--- src/rtl/b2a_pkg.sv ---
// constants and helper functions for the binary to ascii decimal/hex converter
// no dependencies
`default_nettype none

package b2a_pkg;

    // width of the converted value, 8 to 64
    localparam int VALUE_BITS = 64;
    localparam int VALUE_PORT_BITS = 64;
    localparam int CHAR_BITS = 7;
    localparam int DIGIT_BITS = 4;

    // decimal digits of the largest 64-bit value; also covers every hex nibble
    localparam int NUM_DIGITS = 20;
    localparam int BCD_BITS = NUM_DIGITS * DIGIT_BITS;

    localparam int BIT_CNT_W = (VALUE_BITS > 1) ? $clog2(VALUE_BITS) : 1;
    localparam int DIG_CNT_W = $clog2(NUM_DIGITS + 1);

    localparam logic [CHAR_BITS-1:0] CHAR_ZERO = 7'h30;
    localparam logic [CHAR_BITS-1:0] CHAR_A = 7'h41;
    localparam logic [DIGIT_BITS-1:0] DEC_BASE = 4'd10;
    localparam logic [DIGIT_BITS-1:0] DABBLE_LIMIT = 4'd5;
    localparam logic [DIGIT_BITS-1:0] DABBLE_ADD = 4'd3;

    localparam logic OP_DEC = 1'b0;
    localparam logic OP_HEX = 1'b1;

    typedef logic [BCD_BITS-1:0] bcd_t;

    // add three to every digit of five or more, ahead of the shift
    function automatic bcd_t dabble_fix(input bcd_t bcd);
        bcd_t res;
        res = bcd;
        for (int i = 0; i < NUM_DIGITS; i++) begin
            if (bcd[i*DIGIT_BITS +: DIGIT_BITS] >= DABBLE_LIMIT) begin
                res[i*DIGIT_BITS +: DIGIT_BITS] = bcd[i*DIGIT_BITS +: DIGIT_BITS] + DABBLE_ADD;
            end
        end
        return res;
    endfunction

    function automatic logic [CHAR_BITS-1:0] digit_to_char(input logic [DIGIT_BITS-1:0] d);
        logic [CHAR_BITS-1:0] c;
        if (d < DEC_BASE) begin
            c = CHAR_ZERO + CHAR_BITS'(d);
        end else begin
            c = CHAR_A + CHAR_BITS'(d - DEC_BASE);
        end
        return c;
    endfunction

endpackage

`default_nettype wire

--- src/rtl/binary_to_ascii_dec_hex_core.sv ---
// binary to ascii converter core: bit-serial double dabble and digit emitter
// depends on b2a_pkg
`default_nettype none

// Converts an unsigned value into its ASCII digits, most significant first,
// one output item per character, uppercase for hex, no leading zeros, and a
// single '0' for zero; m_last marks the final character. A new item is taken
// only while the converter is idle. Decimal items run through a bit-serial
// double-dabble shift (one value bit per cycle into the 20-digit BCD
// register); hex items load their nibbles straight into that register. The
// digit emitter then drops each suppressed leading zero, moves on to sending,
// and sends the characters, held off whenever m_ready stalls the output.
module binary_to_ascii_dec_hex_core (
    input  wire                                  aclk,
    input  wire                                  aresetn,
    input  wire                                  s_valid,
    output logic                                 s_ready,
    input  wire  [b2a_pkg::VALUE_PORT_BITS-1:0]  s_value,
    input  wire                                  s_op,
    output logic                                 m_valid,
    input  wire                                  m_ready,
    output logic [b2a_pkg::CHAR_BITS-1:0]        m_digit_char,
    output logic                                 m_last
);
    import b2a_pkg::*;

    localparam logic [1:0] ST_IDLE = 2'd0;
    localparam logic [1:0] ST_CONV = 2'd1;
    localparam logic [1:0] ST_SKIP = 2'd2;
    localparam logic [1:0] ST_EMIT = 2'd3;

    logic [1:0]              state_reg, state_next;
    logic [VALUE_BITS-1:0]   bin_reg, bin_next;
    bcd_t                    bcd_reg, bcd_next;
    logic [BIT_CNT_W-1:0]    bit_cnt_reg, bit_cnt_next;
    logic [DIG_CNT_W-1:0]    dig_cnt_reg, dig_cnt_next;
    logic                    m_valid_reg, m_valid_next;
    logic [CHAR_BITS-1:0]    m_char_reg, m_char_next;
    logic                    m_last_reg, m_last_next;

    logic [DIGIT_BITS-1:0]   top_digit;
    bcd_t                    bcd_shifted;
    bcd_t                    bcd_fixed;
    logic                    out_free;

    assign top_digit   = bcd_reg[BCD_BITS-1 -: DIGIT_BITS];
    assign bcd_shifted = {bcd_reg[BCD_BITS-DIGIT_BITS-1:0], {DIGIT_BITS{1'b0}}};
    assign bcd_fixed   = dabble_fix(bcd_reg);
    assign out_free    = !m_valid_reg || m_ready;

    assign s_ready      = (state_reg == ST_IDLE);
    assign m_valid      = m_valid_reg;
    assign m_digit_char = m_char_reg;
    assign m_last       = m_last_reg;

    always_comb begin
        state_next   = state_reg;
        bin_next     = bin_reg;
        bcd_next     = bcd_reg;
        bit_cnt_next = bit_cnt_reg;
        dig_cnt_next = dig_cnt_reg;
        m_valid_next = m_valid_reg;
        m_char_next  = m_char_reg;
        m_last_next  = m_last_reg;

        if (m_valid_reg && m_ready) begin
            m_valid_next = 1'b0;
        end

        case (state_reg)
            ST_IDLE: begin
                if (s_valid) begin
                    bin_next     = s_value[VALUE_BITS-1:0];
                    bit_cnt_next = BIT_CNT_W'(VALUE_BITS - 1);
                    dig_cnt_next = DIG_CNT_W'(NUM_DIGITS);
                    if (s_op == OP_HEX) begin
                        bcd_next   = BCD_BITS'(s_value[VALUE_BITS-1:0]);
                        state_next = ST_SKIP;
                    end else begin
                        bcd_next   = '0;
                        state_next = ST_CONV;
                    end
                end
            end
            ST_CONV: begin
                // one value bit per cycle into the bcd register
                bcd_next = {bcd_fixed[BCD_BITS-2:0], bin_reg[VALUE_BITS-1]};
                bin_next = {bin_reg[VALUE_BITS-2:0], 1'b0};
                bit_cnt_next = bit_cnt_reg - 1'b1;
                if (bit_cnt_reg == '0) begin
                    state_next = ST_SKIP;
                end
            end
            ST_SKIP: begin
                // drop leading zeros, keeping at least one digit
                if (top_digit == '0 && dig_cnt_reg != DIG_CNT_W'(1)) begin
                    bcd_next     = bcd_shifted;
                    dig_cnt_next = dig_cnt_reg - 1'b1;
                end else begin
                    state_next = ST_EMIT;
                end
            end
            ST_EMIT: begin
                if (out_free) begin
                    m_valid_next = 1'b1;
                    m_char_next  = digit_to_char(top_digit);
                    m_last_next  = (dig_cnt_reg == DIG_CNT_W'(1));
                    bcd_next     = bcd_shifted;
                    dig_cnt_next = dig_cnt_reg - 1'b1;
                    if (dig_cnt_reg == DIG_CNT_W'(1)) begin
                        state_next = ST_IDLE;
                    end
                end
            end
            default: begin
                state_next = ST_IDLE;
            end
        endcase
    end

    always_ff @(posedge aclk) begin
        if (!aresetn) begin
            state_reg   <= ST_IDLE;
            m_valid_reg <= 1'b0;
        end else begin
            state_reg   <= state_next;
            m_valid_reg <= m_valid_next;
        end
    end

    always_ff @(posedge aclk) begin
        bin_reg     <= bin_next;
        bcd_reg     <= bcd_next;
        bit_cnt_reg <= bit_cnt_next;
        dig_cnt_reg <= dig_cnt_next;
        m_char_reg  <= m_char_next;
        m_last_reg  <= m_last_next;
    end

endmodule

`default_nettype wire
--- config.mk ---
export PLATFORM = sky130hd
export DESIGN_NAME = binary_to_ascii_dec_hex_core
export DESIGN_NICKNAME = d
export VERILOG_FILES = /design/src/rtl/b2a_pkg.sv /design/src/rtl/binary_to_ascii_dec_hex_core.sv
export SDC_FILE = /design/constraint.sdc
export NUM_CORES = 1
export LEC_CHECK = 0
export BUFFER_PORTS_ARGS = -buffer_cell sky130_fd_sc_hd__buf_2
export CAP_MARGIN = 10
export CORE_MARGIN = 10
export CORE_UTILIZATION = 35
export CTS_BUF_LIST = sky130_fd_sc_hd__clkbuf_16
export DETAILED_ROUTE_END_ITERATION = 7
export GPL_ROUTABILITY_DRIVEN = 0
export SETUP_SLACK_MARGIN = 0.3
export SLEW_MARGIN = 20
export SYNTH_ARGS = -nofsm -noshare
export SYNTH_HDL_FRONTEND = slang
export SYNTH_SLANG_ARGS = --single-unit
--- constraint.sdc ---
create_clock -name aclk -period 12.4 [get_ports aclk]
set_clock_uncertainty 0.15 [all_clocks]
set_input_delay 1.24 -clock aclk [delete_from_list [all_inputs] [get_ports aclk]]
set_output_delay 1.24 -clock aclk [all_outputs]
set_load 0.005 [all_outputs]
==> impl_summary.log <==
INFO  metric outcome = finished, final reports clean
INFO  metric finalCritPeriodShare = 0.2392
INFO  metric cts_tree = done
INFO  metric synth-edff-count = 163
INFO  metric synthesis.nets = 890
INFO  metric synth_seq_cells = 166
INFO  metric kind_of_path_behind_the_tightest_hold_check = register to register
INFO  metric report.final.slew_viol_count = 0
INFO  metric antenna_found_initial = 2
INFO  metric number_of_rows_created_at_floorplan = 59
INFO  metric ctsHtreeMaxLevel = 4
INFO  metric synth-async-reset-ratio = 0
INFO  metric cts_inserted_buffers = 17
INFO  metric power_density = 259.9 nW/um^2
INFO  metric initialDrtViolationCount = 367
INFO  metric grt_pass1_vias = 6227
INFO  metric combinational_family_with_the_most_area_after_synthesis = compound AO/OA/AOI/OAI gates
INFO  metric finalNetCount = 959
INFO  metric tightestPinTransition = 1.086 ns
INFO  metric worst_path_max_delay_cell = sky130_fd_sc_hd__buf_4
INFO  metric clk_latency = 0.43 ns
INFO  metric unrepaired_setup_endpoints_after_global_routing = false
INFO  metric rr_worst_depth = 6
INFO  metric crit_path_max_fanout = 79
INFO  metric hold_violations = 0
INFO  metric globalRoute.totalOverflow = 0
INFO  metric p_sw = 1.039 mW
INFO  metric slowest_delay = 0.84 ns
INFO  metric post_synth_xor_area_fraction = 0.02740
INFO  metric max-clock-path-buffers = 2
INFO  metric worstReg2RegEnd = bcd_reg[58]
INFO  metric max_freq = 337.1 MHz
INFO  metric synthSimpleGateAreaFrac = 0.07667
INFO  metric ios = 79
INFO  metric switching_share = 0.3777
INFO  metric drt-total-wl = 19.50 mm
INFO  metric initial_core_utilization = 0.3557
INFO  metric leakagePower = 3.830 nW
INFO  metric cts.clk_slew.worst_paths = 0.08 ns
INFO  metric place_hpwl = 12.67 mm
INFO  metric maxCapViolCount = 0
INFO  metric cts.sinks = 166
INFO  metric finalCoreUtilization = 0.4061
INFO  metric tns = 0 ns
INFO  metric core-area = 26060 um^2
INFO  metric seq_power_share = 0.418
INFO  metric internal_power = 1.711 mW
INFO  metric clock_share_of_power = 0.191
INFO  metric number_of_nets_still_failing_antenna_checks_after_routing = 0
INFO  metric syn_area_per_cell = 12.07 um^2
INFO  metric power.combinational.fraction = 0.390
INFO  metric number_of_remaining_drc_errors = 0
INFO  metric post_drt_wl_per_cell = 16.44 um
INFO  metric layout-drive-gt1-share = 0.2388
INFO  metric number_of_flip_flops_in_the_largest_register = 80
INFO  metric die_width = 182.7 um
INFO  metric number_of_vias_after_detailed_routing = 6156
INFO  metric post_cts.resized_instances = 0
INFO  metric cts.root.buffer_cell = sky130_fd_sc_hd__clkbuf_16
INFO  metric timing.rr.start = state_reg[0]
INFO  metric cp-endpoint = bcd_reg[58]
INFO  metric grt.total_usage = 0.1156
INFO  metric yosys.area_share.adder = 0.07154
INFO  metric post_synth_inst_count = 768
INFO  metric worst_ep_arrival_time = 2.86 ns
INFO  metric numPortBuffers = 78
INFO  metric die-area = 33390 um^2
INFO  metric drt_pre_antenna_iters = 5
INFO  metric worst-endpoint-required = 12.30 ns
INFO  metric setup_bufs_post_cts = 0
INFO  metric ir_worst_vdd = 0.1959 mV
INFO  metric reg_to_reg_setup_timing_slack = 9.59 ns
INFO  metric relSlewSlack = 0.2762
INFO  metric chipHeight = 182.7 um
INFO  metric grt_max_degree = 80
INFO  metric post_drt_via_cell_ratio = 5.191
INFO  metric final_period_minus_worst_setup_slack = 2.966 ns
INFO  metric syn-cell-area = 9269 um^2
INFO  metric hold_buffers = 0
INFO  metric synth_top_flop_cell = sky130_fd_sc_hd__edfxtp_1
INFO  metric setup.worst_path.start_class = input pin
INFO  metric synth.yosys.warnings = 0
INFO  metric worst_setup_path_start = m_ready
INFO  metric wire_length_of_the_first_global_routing_pass = 31.88 mm
INFO  metric fillCellCount = 2477
INFO  metric ys_seq_area_frac = 0.5346
INFO  metric syn_to_final_growth = 14.16%
INFO  metric synth_cell_type_count = 38
INFO  metric criticalPathCategory = input pin to register
INFO  metric compound_gate_portion_of_the_synthesized_area = 0.1484
INFO  metric yosys-mux-area-fraction = 0.1048
INFO  metric setup.worst_path.end_class = register
INFO  metric finalSetupViolCount = 0
INFO  metric timing.critical_path.cells = buf_2, and2b_1, a21oi_1, a21boi_4, buf_4
==> cells by family (layout without fill, tap and decap cells) <==
kind of cell,after synthesis,in the layout
multiplexers,87,87
other,0,1
AO/OA/AOI/OAI,236,236
flip-flops,166,166
adder cells (fa/ha/maj),53,53
XOR/XNOR,29,29
buffers and inverters,80,162
AND/OR/NAND/NOR,117,117
==> synth_stat cells (2+ instances only) <==
| library cell | instances | share of area |
|---|---|---|
| sky130_fd_sc_hd__clkbuf_1 | 12 | 0.0049 |
| sky130_fd_sc_hd__dfxtp_1 | 3 | 0.0065 |
| sky130_fd_sc_hd__mux2_2 | 80 | 0.097 |
| sky130_fd_sc_hd__o21ai_1 | 36 | 0.019 |
| sky130_fd_sc_hd__a21oi_1 | 62 | 0.033 |
| sky130_fd_sc_hd__a22oi_1 | 61 | 0.049 |
| sky130_fd_sc_hd__ha_1 | 53 | 0.072 |
| sky130_fd_sc_hd__inv_1 | 48 | 0.019 |
| sky130_fd_sc_hd__mux2i_1 | 7 | 0.0076 |
| sky130_fd_sc_hd__nor2b_1 | 5 | 0.0034 |
| sky130_fd_sc_hd__nand2_1 | 27 | 0.011 |
| sky130_fd_sc_hd__nor2_1 | 12 | 0.0049 |
| sky130_fd_sc_hd__o21ai_0 | 65 | 0.035 |
| sky130_fd_sc_hd__buf_2 | 18 | 0.0097 |
| sky130_fd_sc_hd__and2b_1 | 3 | 0.0024 |
| sky130_fd_sc_hd__nor3_1 | 2 | 0.0011 |
| sky130_fd_sc_hd__nand2b_1 | 21 | 0.014 |
| sky130_fd_sc_hd__a22o_1 | 5 | 0.0047 |
| sky130_fd_sc_hd__edfxtp_1 | 163 | 0.53 |
| sky130_fd_sc_hd__and3_1 | 2 | 0.0013 |
| sky130_fd_sc_hd__xnor2_1 | 25 | 0.024 |
| sky130_fd_sc_hd__xor2_1 | 4 | 0.0038 |
| sky130_fd_sc_hd__nor3b_1 | 38 | 0.031 |
| sky130_fd_sc_hd__nand3b_1 | 2 | 0.0016 |
==> routing by layer <==
layer  vias to the layer above  GRT usage  wire (um)
met5                         -          0         13
met4                         2    0.02766        221
met3                        20    0.03465        887
met2                       106     0.1927       9359
met1                      3002     0.1439       9020
li1                       3026          -          -
==> worst max-delay path: cells and delay by family <==
kind | cells | cell delay [ns]
compound gates | 2 | 0.47
buf+inv | 2 | 0.91
simple gates | 1 | 0.19
==> area by class of cell <==
type	count	area [um^2]	area share
clock inverter	15	161.4	0.01525
multi-input combinational	522	4018	0.3797
antenna	1	2.502	0.0002365
timing repair buffer	82	420.4	0.03973
sequential	166	4955	0.4683
tap	335	419.2	0.03961
clock buffer	17	425.4	0.04020
inverter	48	180.2	0.01703
==> stage by stage <==
step	setup WS [ns]	total power [mW]	area (um^2)	hold slack, ns	cells
2_1_floorplan	5.890	1.984	9269	0.3214	768
3_3_place_gp	8.955	2.223	9992	0.3407	1153
3_5_place_dp	8.953	2.252	9992	0.3491	1153
4_1_cts	9.404	2.789	10580	0.3606	1185
5_1_grt	9.294	2.967	10580	0.4005	1185
6_report	9.434	2.750	10580	0.3517	1186
==> power groups by stage <==
stage	sequential, mW	clock [mW]	combinational [mW]
6_report	1.15	0.526	1.07
5_1_grt	1.19	0.560	1.22
4_1_cts	1.15	0.540	1.10
3_5_place_dp	1.16	0	1.09
3_3_place_gp	1.16	0	1.06
2_1_floorplan	1.12	0	0.869
==> cells in the final DEF (no fill, tap or decap), types with 3 or more instances in the layout <==
master	instances
sky130_fd_sc_hd__nor2b_1	5
sky130_fd_sc_hd__nand2b_1	20
sky130_fd_sc_hd__edfxtp_1	163
sky130_fd_sc_hd__mux2i_1	7
sky130_fd_sc_hd__dfxtp_1	3
sky130_fd_sc_hd__clkinv_4	5
sky130_fd_sc_hd__inv_8	5
sky130_fd_sc_hd__a21oi_1	62
sky130_fd_sc_hd__clkinv_8	3
sky130_fd_sc_hd__buf_4	4
sky130_fd_sc_hd__mux2_2	79
sky130_fd_sc_hd__ha_1	52
sky130_fd_sc_hd__clkbuf_16	17
sky130_fd_sc_hd__and2b_1	3
sky130_fd_sc_hd__inv_1	48
sky130_fd_sc_hd__o21ai_1	36
sky130_fd_sc_hd__xor2_1	4
sky130_fd_sc_hd__buf_2	78
sky130_fd_sc_hd__a22o_1	5
sky130_fd_sc_hd__a22oi_1	61
sky130_fd_sc_hd__nand2_1	27
sky130_fd_sc_hd__nor3b_1	38
sky130_fd_sc_hd__nor2_1	11
sky130_fd_sc_hd__o21ai_0	65
sky130_fd_sc_hd__xnor2_1	25
==> worst min-delay path by stage <==
stage                       startpoint      endpoint  cells after the start
after floorplan           state_reg[1]  state_reg[1]                      2
after global placement    state_reg[1]  state_reg[1]                      2
after detailed placement  state_reg[1]  state_reg[1]                      2
after CTS                 state_reg[1]  state_reg[1]                      2
after global routing      state_reg[1]  state_reg[1]                      2
final                     state_reg[1]  state_reg[1]                      2
No activity file was read; power rests on OpenSTA's default activity.
